**src/hw/rtl/radial_speed_tracker_macros.svh**
```systemverilog
// Assertion macros for the radial speed tracker.
`ifndef RADIAL_SPEED_TRACKER_MACROS_SVH
`define RADIAL_SPEED_TRACKER_MACROS_SVH

`ifndef SYNTHESIS
`define RSPD_ASSERT_IMPLY(label, clk, rst_n, ante, cons) \
  label: assert property (@(posedge clk) disable iff (!rst_n) (ante) |-> (cons)) \
    else $error("assertion failed");
`define RSPD_ASSERT_NEXT(label, clk, rst_n, ante, cons) \
  label: assert property (@(posedge clk) disable iff (!rst_n) (ante) |=> (cons)) \
    else $error("assertion failed");
`else
`define RSPD_ASSERT_IMPLY(label, clk, rst_n, ante, cons)
`define RSPD_ASSERT_NEXT(label, clk, rst_n, ante, cons)
`endif

`endif

```
**src/hw/rtl/rspd_pkg.sv**
```systemverilog
`timescale 1ns / 1ps
package rspd_pkg;
  localparam int POS_W   = 24;
  localparam int DIFF_W  = 25;
  localparam int SPEED_W = 24;
  localparam int SUM_W   = 56;
  localparam int SQ_W    = 50;
  localparam int ROOT_W  = 25;
  localparam int DEN_W   = 49;
  localparam int DOT_W   = 51;
  localparam int MAG_W   = 50;
  localparam int REM_W   = 28;
  localparam int MUL_W   = 26;
  localparam int PROD_W  = 52;
  localparam int QUOT_W  = 24;
  localparam int STEP_W  = 5;

  localparam logic [1:0] REG_RADAR_X  = 2'd0;
  localparam logic [1:0] REG_RADAR_Y  = 2'd1;
  localparam logic [1:0] REG_INTERVAL = 2'd2;

  typedef enum logic [1:0] {
    KIND_FIRST,
    KIND_ON_RADAR,
    KIND_MEASURE
  } kind_t;

  typedef struct packed {
    kind_t                     kind;
    logic signed [DIFF_W-1:0]  dx;
    logic signed [DIFF_W-1:0]  dy;
    logic signed [DIFF_W-1:0]  lx;
    logic signed [DIFF_W-1:0]  ly;
  } work_t;

  typedef struct packed {
    logic full;
    logic nonempty;
  } queue_status_t;

  typedef enum logic [3:0] {
    ST_IDLE,
    ST_MUL_DX,
    ST_MUL_DY,
    ST_MUL_LX,
    ST_MUL_LY,
    ST_SUM_SQ,
    ST_SQRT,
    ST_MUL_DEN,
    ST_SPD_INIT,
    ST_SPD_DIV,
    ST_STATS,
    ST_MEAN_INIT,
    ST_MEAN_DIV,
    ST_DONE
  } back_state_t;
endpackage

```
**src/hw/rtl/radial_speed_tracker.sv**
```systemverilog
`timescale 1ns / 1ps
// Channel  | Ports                                  | Direction
// ---------+----------------------------------------+----------
// input    | in_valid, in_stall, in_vehicle_x/y      | in
// result   | out_valid, out_stall, out_* fields      | out
// config   | cfg_we, cfg_index, cfg_data             | in
//
// A measured word goes through 25 square root steps and two 24-step long divisions on
// one shared divider, plus the multiply sequence. A saturated speed or mean skips its
// division. First samples and on-radar words skip the arithmetic.
// Reset is synchronous, active low; no clearing pass is needed.
// A two-word queue lets the input side keep accepting while the back end
// computes or waits on out_stall.
`include "radial_speed_tracker_macros.svh"
module radial_speed_tracker #(
  parameter int COUNT_BITS = 32
) (
  input  logic                                clk,
  input  logic                                rst_n,
  input  logic                                in_valid,
  output logic                                in_stall,
  input  logic signed [rspd_pkg::POS_W-1:0]   in_vehicle_x,
  input  logic signed [rspd_pkg::POS_W-1:0]   in_vehicle_y,
  output logic                                out_valid,
  input  logic                                out_stall,
  output logic                                out_measured,
  output logic                                out_on_radar,
  output logic [rspd_pkg::SPEED_W-1:0]        out_radial_speed,
  output logic [rspd_pkg::SPEED_W-1:0]        out_min_speed,
  output logic [rspd_pkg::SPEED_W-1:0]        out_max_speed,
  output logic [rspd_pkg::SPEED_W-1:0]        out_mean_speed,
  output logic [31:0]                         out_sample_count,
  input  logic                                cfg_we,
  input  logic [1:0]                          cfg_index,
  input  logic [rspd_pkg::POS_W-1:0]          cfg_data
);
  import rspd_pkg::*;

  logic signed [POS_W-1:0] radar_x_r, radar_y_r;
  logic [POS_W-1:0]        interval_r;
  queue_status_t           q_status;
  work_t                   push_word, pop_word;
  logic                    push, pop;
  logic                    speed_bounded;

  always_ff @(posedge clk) begin
    if (!rst_n) begin
      radar_x_r  <= '0;
      radar_y_r  <= '0;
      interval_r <= 24'h100000;
    end else if (cfg_we) begin
      case (cfg_index)
        REG_RADAR_X:  radar_x_r  <= cfg_data;
        REG_RADAR_Y:  radar_y_r  <= cfg_data;
        REG_INTERVAL: interval_r <= cfg_data;
        default:      interval_r <= interval_r;
      endcase
    end
  end

  rspd_front u_front (
    .clk          (clk),
    .rst_n        (rst_n),
    .in_valid     (in_valid),
    .in_stall     (in_stall),
    .in_vehicle_x (in_vehicle_x),
    .in_vehicle_y (in_vehicle_y),
    .radar_x      (radar_x_r),
    .radar_y      (radar_y_r),
    .q_status     (q_status),
    .push         (push),
    .push_word    (push_word)
  );

  rspd_queue u_queue (
    .clk       (clk),
    .rst_n     (rst_n),
    .push      (push),
    .push_word (push_word),
    .pop       (pop),
    .pop_word  (pop_word),
    .status    (q_status)
  );

  rspd_back #(
    .COUNT_BITS (COUNT_BITS)
  ) u_back (
    .clk              (clk),
    .rst_n            (rst_n),
    .q_status         (q_status),
    .q_word           (pop_word),
    .q_pop            (pop),
    .sample_interval  (interval_r),
    .out_valid        (out_valid),
    .out_stall        (out_stall),
    .out_measured     (out_measured),
    .out_on_radar     (out_on_radar),
    .out_radial_speed (out_radial_speed),
    .out_min_speed    (out_min_speed),
    .out_max_speed    (out_max_speed),
    .out_mean_speed   (out_mean_speed),
    .out_sample_count (out_sample_count)
  );

  assign speed_bounded = (out_min_speed <= out_radial_speed) &&
                         (out_max_speed >= out_radial_speed);

  `RSPD_ASSERT_IMPLY(a_flags_excl, clk, rst_n, out_valid && out_measured, !out_on_radar)
  `RSPD_ASSERT_IMPLY(a_speed_in_range, clk, rst_n, out_valid && out_measured, speed_bounded)
  `RSPD_ASSERT_IMPLY(a_mean_le_max, clk, rst_n, out_valid, out_mean_speed <= out_max_speed)
endmodule

```
**src/hw/rtl/rspd_front.sv**
```systemverilog
`timescale 1ns / 1ps
module rspd_front (
  input  logic                               clk,
  input  logic                               rst_n,
  input  logic                               in_valid,
  output logic                               in_stall,
  input  logic signed [rspd_pkg::POS_W-1:0]  in_vehicle_x,
  input  logic signed [rspd_pkg::POS_W-1:0]  in_vehicle_y,
  input  logic signed [rspd_pkg::POS_W-1:0]  radar_x,
  input  logic signed [rspd_pkg::POS_W-1:0]  radar_y,
  input  rspd_pkg::queue_status_t            q_status,
  output logic                               push,
  output rspd_pkg::work_t                    push_word
);
  import rspd_pkg::*;

  logic signed [POS_W-1:0] last_x_r, last_y_r;
  logic                    have_last_r;
  logic signed [DIFF_W-1:0] lx, ly;

  assign in_stall = q_status.full;
  assign push     = in_valid && !q_status.full;

  assign lx = DIFF_W'(in_vehicle_x) - DIFF_W'(radar_x);
  assign ly = DIFF_W'(in_vehicle_y) - DIFF_W'(radar_y);

  always_comb begin
    push_word.dx = DIFF_W'(in_vehicle_x) - DIFF_W'(last_x_r);
    push_word.dy = DIFF_W'(in_vehicle_y) - DIFF_W'(last_y_r);
    push_word.lx = lx;
    push_word.ly = ly;
    if (!have_last_r) begin
      push_word.kind = KIND_FIRST;
    end else if (lx == '0 && ly == '0) begin
      push_word.kind = KIND_ON_RADAR;
    end else begin
      push_word.kind = KIND_MEASURE;
    end
  end

  always_ff @(posedge clk) begin
    if (!rst_n) begin
      last_x_r    <= '0;
      last_y_r    <= '0;
      have_last_r <= 1'b0;
    end else if (push) begin
      last_x_r    <= in_vehicle_x;
      last_y_r    <= in_vehicle_y;
      have_last_r <= 1'b1;
    end
  end
endmodule

```
**src/hw/rtl/rspd_queue.sv**
```systemverilog
`timescale 1ns / 1ps
module rspd_queue (
  input  logic                    clk,
  input  logic                    rst_n,
  input  logic                    push,
  input  rspd_pkg::work_t         push_word,
  input  logic                    pop,
  output rspd_pkg::work_t         pop_word,
  output rspd_pkg::queue_status_t status
);
  import rspd_pkg::*;

  work_t      mem_r [2];
  logic       wr_ptr_r, rd_ptr_r;
  logic [1:0] fill_r;

  assign status.full     = (fill_r == 2'd2);
  assign status.nonempty = (fill_r != 2'd0);
  assign pop_word        = mem_r[rd_ptr_r];

  always_ff @(posedge clk) begin
    if (push) begin
      mem_r[wr_ptr_r] <= push_word;
    end
  end

  always_ff @(posedge clk) begin
    if (!rst_n) begin
      wr_ptr_r <= 1'b0;
      rd_ptr_r <= 1'b0;
      fill_r   <= 2'd0;
    end else begin
      if (push) begin
        wr_ptr_r <= ~wr_ptr_r;
      end
      if (pop) begin
        rd_ptr_r <= ~rd_ptr_r;
      end
      case ({push, pop})
        2'b10:   fill_r <= fill_r + 2'd1;
        2'b01:   fill_r <= fill_r - 2'd1;
        default: fill_r <= fill_r;
      endcase
    end
  end
endmodule

```
**src/hw/rtl/rspd_back.sv**
```systemverilog
`timescale 1ns / 1ps
module rspd_back #(
  parameter int COUNT_BITS = 32
) (
  input  logic                                clk,
  input  logic                                rst_n,
  input  rspd_pkg::queue_status_t             q_status,
  input  rspd_pkg::work_t                     q_word,
  output logic                                q_pop,
  input  logic [rspd_pkg::POS_W-1:0]          sample_interval,
  output logic                                out_valid,
  input  logic                                out_stall,
  output logic                                out_measured,
  output logic                                out_on_radar,
  output logic [rspd_pkg::SPEED_W-1:0]        out_radial_speed,
  output logic [rspd_pkg::SPEED_W-1:0]        out_min_speed,
  output logic [rspd_pkg::SPEED_W-1:0]        out_max_speed,
  output logic [rspd_pkg::SPEED_W-1:0]        out_mean_speed,
  output logic [31:0]                         out_sample_count
);
  import rspd_pkg::*;

  localparam int DVW = (COUNT_BITS > DEN_W) ? COUNT_BITS : DEN_W;
  localparam int RW  = DVW + 1;
  localparam int MW  = (COUNT_BITS + QUOT_W > SUM_W) ? COUNT_BITS + QUOT_W : SUM_W;

  back_state_t state_r, state_nxt;

  work_t                     work_r;
  logic                      meas_r, onr_r;
  logic signed [PROD_W-1:0]  prod_r, acc_r;
  logic signed [DOT_W-1:0]   dot_r;
  logic [SQ_W-1:0]           sq_r;
  logic [ROOT_W-1:0]         root_r;
  logic [REM_W-1:0]          rem_r;
  logic [STEP_W-1:0]         step_r;
  logic [DVW-1:0]            dvs_r;
  logic [RW-1:0]             div_r;
  logic [QUOT_W-1:0]         nb_r, q_r;
  logic [SPEED_W-1:0]        speed_r, low_r, high_r, mean_r;
  logic [SUM_W-1:0]          sum_r;
  logic [COUNT_BITS-1:0]     count_r;

  logic signed [MUL_W-1:0]   mul_a, mul_b;
  logic signed [PROD_W-1:0]  mul_p;
  logic [REM_W-1:0]          rem_sh, trial;
  logic                      sq_ge;
  logic [RW-1:0]             div_sh;
  logic                      div_ge;
  logic [QUOT_W-1:0]         q_nxt;
  logic signed [DOT_W-1:0]   dot_abs;
  logic [MAG_W-1:0]          mag;
  logic [DEN_W-1:0]          den;
  logic                      spd_sat, mean_sat, last_step, out_load;
  logic [SUM_W:0]            sum_ext;
  logic [63:0]               count_ext;

  // shared multiplier
  always_comb begin
    case (state_r)
      ST_MUL_DX:  begin mul_a = MUL_W'(work_r.dx); mul_b = MUL_W'(work_r.lx); end
      ST_MUL_DY:  begin mul_a = MUL_W'(work_r.dy); mul_b = MUL_W'(work_r.ly); end
      ST_MUL_LX:  begin mul_a = MUL_W'(work_r.lx); mul_b = MUL_W'(work_r.lx); end
      ST_MUL_LY:  begin mul_a = MUL_W'(work_r.ly); mul_b = MUL_W'(work_r.ly); end
      ST_MUL_DEN: begin
        mul_a = $signed({2'b00, sample_interval});
        mul_b = $signed({1'b0, root_r});
      end
      default:    begin mul_a = '0; mul_b = '0; end
    endcase
  end
  assign mul_p = mul_a * mul_b;

  // square root step
  assign rem_sh = {rem_r[REM_W-3:0], sq_r[SQ_W-1:SQ_W-2]};
  assign trial  = REM_W'({root_r, 2'b01});
  assign sq_ge  = (rem_sh >= trial);

  // shared long division step
  assign div_sh = {div_r[RW-2:0], nb_r[QUOT_W-1]};
  assign div_ge = (div_sh >= RW'(dvs_r));
  assign q_nxt  = {q_r[QUOT_W-2:0], div_ge};

  assign dot_abs  = dot_r[DOT_W-1] ? -dot_r : dot_r;
  assign mag      = dot_abs[MAG_W-1:0];
  assign den      = prod_r[DEN_W-1:0];
  assign spd_sat  = (den == '0) || ((DEN_W + 4)'(mag) >= {den, 4'b0000});
  assign mean_sat = (MW'(sum_r) >= MW'({count_r, {QUOT_W{1'b0}}}));
  assign sum_ext  = {1'b0, sum_r} + (SUM_W + 1)'(q_r);
  assign count_ext = 64'(count_r);

  // next state
  always_comb begin
    state_nxt = state_r;
    case (state_r)
      ST_IDLE: begin
        if (q_status.nonempty) begin
          state_nxt = (q_word.kind == KIND_MEASURE) ? ST_MUL_DX : ST_DONE;
        end
      end
      ST_MUL_DX:    state_nxt = ST_MUL_DY;
      ST_MUL_DY:    state_nxt = ST_MUL_LX;
      ST_MUL_LX:    state_nxt = ST_MUL_LY;
      ST_MUL_LY:    state_nxt = ST_SUM_SQ;
      ST_SUM_SQ:    state_nxt = ST_SQRT;
      ST_SQRT:      state_nxt = last_step ? ST_MUL_DEN : ST_SQRT;
      ST_MUL_DEN:   state_nxt = ST_SPD_INIT;
      ST_SPD_INIT:  state_nxt = spd_sat ? ST_STATS : ST_SPD_DIV;
      ST_SPD_DIV:   state_nxt = last_step ? ST_STATS : ST_SPD_DIV;
      ST_STATS:     state_nxt = ST_MEAN_INIT;
      ST_MEAN_INIT: state_nxt = mean_sat ? ST_DONE : ST_MEAN_DIV;
      ST_MEAN_DIV:  state_nxt = last_step ? ST_DONE : ST_MEAN_DIV;
      ST_DONE:      state_nxt = out_load ? ST_IDLE : ST_DONE;
      default:      state_nxt = ST_IDLE;
    endcase
  end

  // control outputs
  always_comb begin
    q_pop     = 1'b0;
    out_load  = 1'b0;
    last_step = 1'b0;
    case (state_r)
      ST_IDLE:     q_pop = q_status.nonempty;
      ST_SQRT:     last_step = (step_r == STEP_W'(ROOT_W - 1));
      ST_SPD_DIV,
      ST_MEAN_DIV: last_step = (step_r == STEP_W'(QUOT_W - 1));
      ST_DONE:     out_load = !out_valid || !out_stall;
      default:     q_pop = 1'b0;
    endcase
  end

  always_ff @(posedge clk) begin
    if (!rst_n) begin
      state_r   <= ST_IDLE;
      low_r     <= '1;
      high_r    <= '0;
      sum_r     <= '0;
      count_r   <= '0;
      mean_r    <= '0;
      out_valid <= 1'b0;
    end else begin
      state_r <= state_nxt;
      if (out_load) begin
        out_valid <= 1'b1;
      end else if (!out_stall) begin
        out_valid <= 1'b0;
      end
      case (state_r)
        ST_STATS: begin
          if (q_r < low_r) begin
            low_r <= q_r;
          end
          if (q_r > high_r) begin
            high_r <= q_r;
          end
          if (count_r != '1) begin
            count_r <= count_r + 1'b1;
            sum_r   <= sum_ext[SUM_W] ? '1 : sum_ext[SUM_W-1:0];
          end
        end
        ST_MEAN_INIT: begin
          if (mean_sat) begin
            mean_r <= '1;
          end
        end
        ST_MEAN_DIV: begin
          if (last_step) begin
            mean_r <= q_nxt;
          end
        end
        default: mean_r <= mean_r;
      endcase
    end
  end

  // datapath
  always_ff @(posedge clk) begin
    case (state_r)
      ST_IDLE: begin
        work_r  <= q_word;
        meas_r  <= (q_word.kind == KIND_MEASURE);
        onr_r   <= (q_word.kind == KIND_ON_RADAR);
        speed_r <= '0;
      end
      ST_MUL_DX: prod_r <= mul_p;
      ST_MUL_DY: begin
        prod_r <= mul_p;
        acc_r  <= prod_r;
      end
      ST_MUL_LX: begin
        prod_r <= mul_p;
        dot_r  <= DOT_W'(acc_r) + DOT_W'(prod_r);
      end
      ST_MUL_LY: begin
        prod_r <= mul_p;
        acc_r  <= prod_r;
      end
      ST_SUM_SQ: begin
        sq_r   <= SQ_W'(acc_r + prod_r);
        root_r <= '0;
        rem_r  <= '0;
        step_r <= '0;
      end
      ST_SQRT: begin
        rem_r  <= sq_ge ? rem_sh - trial : rem_sh;
        root_r <= {root_r[ROOT_W-2:0], sq_ge};
        sq_r   <= {sq_r[SQ_W-3:0], 2'b00};
        step_r <= step_r + 1'b1;
      end
      ST_MUL_DEN: prod_r <= mul_p;
      ST_SPD_INIT: begin
        q_r    <= spd_sat ? '1 : '0;
        dvs_r  <= DVW'(den);
        div_r  <= RW'(mag[MAG_W-1:4]);
        nb_r   <= {mag[3:0], {(QUOT_W - 4){1'b0}}};
        step_r <= '0;
      end
      ST_SPD_DIV,
      ST_MEAN_DIV: begin
        div_r  <= div_ge ? div_sh - RW'(dvs_r) : div_sh;
        nb_r   <= {nb_r[QUOT_W-2:0], 1'b0};
        q_r    <= q_nxt;
        step_r <= step_r + 1'b1;
      end
      ST_STATS: speed_r <= q_r;
      ST_MEAN_INIT: begin
        q_r    <= '0;
        dvs_r  <= DVW'(count_r);
        div_r  <= RW'(sum_r[SUM_W-1:QUOT_W]);
        nb_r   <= sum_r[QUOT_W-1:0];
        step_r <= '0;
      end
      ST_DONE: begin
        if (out_load) begin
          out_measured     <= meas_r;
          out_on_radar     <= onr_r;
          out_radial_speed <= speed_r;
          out_min_speed    <= low_r;
          out_max_speed    <= high_r;
          out_mean_speed   <= mean_r;
          out_sample_count <= (|count_ext[63:32]) ? '1 : count_ext[31:0];
        end
      end
      default: step_r <= step_r;
    endcase
  end
endmodule
```
**config.mk**
```make
export PLATFORM = sky130hd
export DESIGN_NAME = radial_speed_tracker
export DESIGN_NICKNAME = d
export VERILOG_FILES = /design/src/hw/rtl/rspd_pkg.sv /design/src/hw/rtl/radial_speed_tracker.sv /design/src/hw/rtl/rspd_front.sv /design/src/hw/rtl/rspd_queue.sv /design/src/hw/rtl/rspd_back.sv
export VERILOG_INCLUDE_DIRS = /design/src /design/src/hw/rtl
export SDC_FILE = /design/constraint.sdc
export NUM_CORES = 2
export LEC_CHECK = 0
export BUFFER_PORTS_ARGS = -buffer_cell sky130_fd_sc_hd__buf_2
export CAP_MARGIN = 30
export CORE_MARGIN = 5
export CORE_UTILIZATION = 50
export DETAILED_ROUTE_END_ITERATION = 10
export PLACE_DENSITY_LB_ADDON = 0.3
export SKIP_LAST_GASP = 1
export SLEW_MARGIN = 0
export SYNTH_ARGS = -nofsm -noshare
export SYNTH_HDL_FRONTEND = slang
export SYNTH_HIERARCHICAL = 1
export SYNTH_SLANG_ARGS = --single-unit
export TNS_END_PERCENT = 10
```
**constraint.sdc**
```tcl
create_clock -name clk -period 12.4 [get_ports clk]
set_input_delay 0.62 -clock clk [delete_from_list [all_inputs] [get_ports clk]]
set_output_delay 0.62 -clock clk [all_outputs]
set_load 0.02 [all_outputs]
```
Word level (Yosys, flattened, before mapping) --
Memory sizes are Yosys's and may differ from the RTL's. A register that Yosys moved wholly into a read port is not among the register bits. Index checks and enable logic that the tools add are counted.
Word-level totals: flip-flop bits (word level) 951, memory bits (writable) 204, bits of input ports 79, output and inout bits 132, word-level logic and storage cells 166, memories kept 1
Operators by class: add/sub/neg operators 14, multiply operators 1, $lt $le $gt $ge 6, eq/ne operators 27, muxes and demuxes 40, bitwise operators 2, reductions and logical operators 34
Memory list:
- u_queue.mem_r | depth 2, width 102, rd ports 1, clocked after memory_dff 1, write ports 1, line rspd_queue.sv:13 | work_t mem_r [2];
Operator list (count):
- one-hot mux 49 bit (3 select lines) | 1
- one-hot mux 24 bit (3 select lines) | 2
- one-hot mux 26 bit (5 select lines) | 1
- one-hot mux 50 bit (2 select lines) | 1
- subtractor 24 x 24 -> 25 bit | 4
- one-hot mux 49 bit (2 select lines) | 1
- one-hot mux 24 bit (2 select lines) | 2
- one-hot mux 26 bit (3 select lines) | 1
- 2-to-1 mux 24 bit | 3
- adder 56 x 24 -> 57 bit | 1
- >= comparator 56 bit | 1
- 2-to-1 mux 56 bit | 1
- one-hot mux 4 bit (14 select lines) | 1
- >= comparator 50 x 53 -> 1 bit | 1
- one-hot mux 26 bit (2 select lines) | 1
- adder 51 bit | 1
- multiplier 26 x 26 -> 51 bit | 1
- adder 50 bit | 1
- >= comparator 50 x 49 -> 1 bit | 1
- logical NOT 25 bit | 2
- 2-to-1 mux 50 bit | 1
- negator 50 bit | 1
- one-hot mux 25 bit (2 select lines) | 1
- logical NOT 49 bit | 1
- 39 further kinds | 92

Longest topological paths before layout --
depth after elaboration 6, gate-level depth with buffers 36

Hierarchy --
Netlist, hierarchy kept.
By module, submodules not included:
- rspd_back | times used 1, cells an instance 6715, area each 66877.9 µm², seq. area each 23152.2 µm²
- rspd_queue | times used 1, cells an instance 339, area each 7568.5 µm², seq. area each 6226.0 µm²
- rspd_front | times used 1, cells an instance 996, area each 7044.3 µm², seq. area each 980.9 µm²
- radial_speed_tracker | times used 1, cells an instance 264, area each 2772.7 µm², seq. area each 1441.4 µm²

Worst setup path after synthesis --
Ideal clock, no wire load.
kind reg2reg, start register u_back.state_r[2], end register u_back.prod_r[49] (data pin), data arrival time 10.342 ns, data required time 12.138 ns, setup slack 1.795 ns, cell stages (with the launch flop) 34, buffers on the path 4, cell sequence dfxtp_1 > clkbuf_1 > inv_1 > nand2_1 > nor3_1 > or2_2 > clkbuf_1 > clkbuf_1 > nand2_1 > nand2_1 > clkbuf_1 > nand2_1 > fa_1 > inv_1 > fa_1 > inv_1 > fa_1 > inv_1 > fa_1 > fa_1 > fa_1 > inv_1 > fa_1 > inv_1 > ha_1 > a21oi_1 > nor2b_1 > o21ai_0 > nand2b_1 > nor3_1 > a21oi_1 > a211oi_1 > a21oi_1 > xor2_1
On the way: longest elaborated chain between the ends 4, elaborated cells on any way between the ends 10, those cells by class mul (1); eq/ne (5); mux (2); reduce/logical (2)
Ends and longest elaborated chain:
- from (decl) | line rspd_back.sv:27 | back_state_t state_r, state_nxt;
- from (signal assigned) | line rspd_back.sv:143 | state_r <= state_nxt;
- == test 4 x 2 -> 1 bit (tied with other cells) | line rspd_back.sv:60 | case (state_r)
- OR reduction 2 bit (no source line)
- one-hot mux 26 bit (3 select lines) | line rspd_back.sv:60
- multiplier 26 x 26 -> 51 bit (*) | line rspd_back.sv:72 | assign mul_p = mul_a * mul_b;
- net u_back.mul_p[49] | line rspd_back.sv:45 | logic signed [PROD_W-1:0] mul_p;
- to (signal assigned) | line rspd_back.sv:186 | ST_MUL_DX: prod_r <= mul_p;
- to (signal assigned) | line rspd_back.sv:188 | prod_r <= mul_p;
- to (signal assigned) | line rspd_back.sv:192 | prod_r <= mul_p;
- to (decl) | line rspd_back.sv:31 | logic signed [PROD_W-1:0] prod_r, acc_r;
The timed path passes the listed nets; every way through them passes the cells marked *. A chain may end at the register's enable or synchronous reset.

Worst setup path in the final report --
Same ends and word-level chain as after synthesis.

==> flow_metrics.tcl <==
set metrics [dict create \
    run_status "finished clean" \
    cts_tree "done" \
    synth_largest_area_cell "edfxtp_1" \
    die_w_um 421 \
    overflow 0 \
    initial_utilization 0.503 \
    crit_path_start "u_back/state_r[2]" \
    rows 150 \
    ys_seq_area_frac 0.377 \
    dominantRegCellSynth "edfxtp_1" \
    switching_share 0.480 \
    path_buf_inv 7 \
    grt_pass1_wl_um 367000 \
    finalCritPeriodShare 0.854 \
    finalHoldViolCount 0 \
    crit_slowest_cell "dfxtp_1" \
    r2r_start "u_back/state_r[2]" \
    irDropWorstVdd_mv 0.492 \
    p_seq_frac 0.230 \
    synth_area_leaders "edfxtp_1, fa_1, ha_1" \
    hold_path.class "input port to register" \
    async_flop_share 0 \
    tns_ps 0 \
    portBuffers 210 \
    power.share.clock 0.135 \
    core_area_um2 167000 \
    layout-drive-gt1-share 0.0864 \
    yosys_register_bits 1156 \
    holdWs_ps 67.3 \
    drv_cap 0 \
    max_stage_delay_ps 780 \
    clkTransAtPathRegs_ps 60 \
    path_delay_family "adder cells" \
    crit_fanout 26 \
    finalClockSkew_ps 84.7 \
    worstPathArrival_ps 11070 \
    p_int_w 0.0150 \
    path_class "register to register" \
    fillCellCount 14500 \
    post_cts_buffers 0 \
    synth.avg_cell_area_um2 10.1 \
    leakage_nw 39.9 \
    nets 9712 \
    relSlewSlack 0.298 \
    crit_path_end_kind "register" \
    start_kind "register" \
    vias_per_cell 5.77 \
    first_global_vias 63200 \
    synth.distinct_cells 105 \
    area_delta_synth_final_pct 9.29 \
    clock.fmax_ghz 0.0944 \
    antenna_found_initial 2 \
    clock_latency_ps 820 \
    synthesis.area_um2 84300 \
    worstPathRequired_ps 12880 \
    die_area_um2 177000 \
    place.gp.congestion 0.960 \
    crit_top_cell "fa_1" \
    setup_slack_ps 1810 \
    avgRoutedWirePerCell_um 22.0 \
    power_density_nw_per_um2 314 \
    cts_resized 0 \
    cts_buffers 120 \
    hold_buffers 0 \
    fp.dieH_um 421 \
    slew_violations 0 \
    synth_edf_count 865 \
    ys_warn_count 6 \
    vias 61900 \
    drt_iter0_markers 5592 \
    drc 0 \
    htree_levels 3 \
    p_switching_w 0.0139 \
    combPwrFrac 0.635 \
    worstMarginPinSlew_ps 1050 \
    drt-total-wl_um 236000 \
    postRouteAntennaNets 0 \
    insertedDiodeCount 0 \
    synth_top_area_frac 0.308 \
    dp_hpwl_um 183000 \
    cts.sinks 1156 \
    grt_max_degree 90 \
    synthesis.nets 9606 \
    io_pins 211 \
    min-delay-start "in_vehicle_x[0]" \
    root_buffer "clkbuf_16" \
    fin_cells 10700 \
    drt_pass1_iterations 6 \
    cts.path.max_buffers 3 \
    grt.total_usage 0.267 \
    rsz0062_at_grt "no" \
    min_period_ps 10590 \
    syn_inst 8314 \
    dp.cells 10500 \
    finalSetupViolCount 0 \
    post-place-ws_ps 2060 \
]
==> per-layer routing <==
layer,wire length (um),track usage,share of wire,vias up
met1,97100,0.349,0.41,30700
met2,110000,0.439,0.47,2327
met4,12700,0.123,0.054,2
li1,-,-,-,28400
met5,20,0,0.000085,-
met3,16200,0.0423,0.069,514
==> cells in the mapped netlist, types with 13 or more instances <==
| master | instances |
|---|---|
| edfxtp_1 | 865 |
| nor2_1 | 577 |
| a21o_1 | 198 |
| o21ai_0 | 293 |
| a2111oi_0 | 15 |
| a211oi_1 | 51 |
| nor4_1 | 36 |
| buf_2 | 16 |
| xnor2_1 | 257 |
| clkbuf_1 | 276 |
| nand2_1 | 1096 |
| buf_1 | 13 |
| a22oi_1 | 80 |
| o21a_1 | 57 |
| or2_2 | 23 |
| o211ai_1 | 28 |
| and2_1 | 43 |
| nor3_1 | 75 |
| nor2b_1 | 57 |
| mux2i_1 | 169 |
| a21oi_1 | 379 |
| or4_1 | 18 |
| a21boi_0 | 63 |
| xor2_1 | 87 |
| dfxtp_1 | 291 |
| nand3b_1 | 15 |
| o21bai_1 | 35 |
| mux2_2 | 117 |
| fa_1 | 693 |
| and4_1 | 45 |
| or3_1 | 33 |
| nand3_1 | 91 |
| o31ai_1 | 34 |
| nand4_1 | 100 |
| inv_1 | 1152 |
| ha_1 | 520 |
| a31oi_1 | 30 |
| a22o_1 | 22 |
| and3_1 | 71 |
| nand2b_1 | 56 |
==> area by class of cell <==
cell class | instances | area (um2) | share of cell area
Timing Repair Buffer | 312 | 1920 | 0.0209
Tap cell | 2204 | 2760 | 0.0299
Clock buffer | 139 | 3160 | 0.0343
Inverter | 1153 | 4330 | 0.0470
Clock inverter | 89 | 1210 | 0.0132
Multi-Input combinational cell | 5677 | 46900 | 0.509
Sequential cell | 1156 | 31800 | 0.345
==> tightest hold or removal path, stage by stage <==
cell and delay, ps:
buf_2 100, nand2_1 40, a21boi_0 60
==> through the flow <==
stage / total power, W / utilization / instance area (um2)
floorplan: 0.0199 / - / 84300
global placement: 0.0245 / 0.523 / 87500
detailed placement: 0.0250 / 0.524 / 87700
CTS: 0.0290 / 0.550 / 92100
global route: 0.0316 / 0.550 / 92100
finish: 0.0289 / 0.550 / 92100
==> flip-flops by register name (all words and copies together), names as in the netlist, 25 cells and up, named ones only <==
name / flops
u_back/acc_r: 51
u_back/count_r: 32
u_back/div_r: 49
u_back/dot_r: 51
u_back/dvs_r: 49
u_back/out_sample_count: 32
u_back/prod_r: 51
u_back/rem_r: 26
u_back/root_r: 25
u_back/sq_r: 50
u_back/sum_r: 56
u_back/work_r: 100
u_queue/mem_r: 204
==> power groups by stage <==
stage	combinational [W]	sequential [W]	clock, W
final	0.0184	0.00664	0.00391
after global routing	0.0208	0.00669	0.00414
after CTS	0.0184	0.00662	0.00397
after detailed placement	0.0183	0.00670	0
after global placement	0.0178	0.00668	0
after floorplan	0.0135	0.00638	0
==> final timing paths <==
check                                endpoint  slack, ps  cells past startpoint
setup / recovery            u_back/prod_r[49]       1810                     30
hold / removal            u_front/last_x_r[0]         70                      3
setup reg to reg            u_back/prod_r[49]       1810                     30
hold reg to reg   u_back/out_radial_speed[18]        410                      0
==> logic make-up (layout without fill, tap and decap cells) <==
family                   after synthesis  count (layout)  share of synthesized area
AO/OA/AOI/OAI                       1445            1445                      0.112
XOR/XNOR                             344             344                     0.0358
adder cells (fa/ha/maj)             1213            1213                      0.242
buffers and inverters               1481            1693                     0.0682
flip-flops                          1156            1156                      0.377
multiplexers                         286             286                     0.0357
AND/OR/NAND/NOR                     2389            2389                      0.129
==> placed cells by master, fill, tap and decap left out, drive strengths merged, types with 38 or more instances in the layout <==
master,instances
nand2b,56
and3,71
dfxtp,291
nor2b,57
mux2i,169
buf,311
xnor2,257
a21boi,64
or3,38
a21oi,381
inv,1157
clkinv,51
o21ai,297
a22oi,80
and4,45
nor3,76
mux2,117
ha,520
nand4,100
nor2,577
nand2,1096
o21a,57
xor2,87
a21o,198
edfxtp,865
a211oi,53
nand3,91
and2,46
fa,693
clkbuf,140
Power figures use the tool's default switching activity.
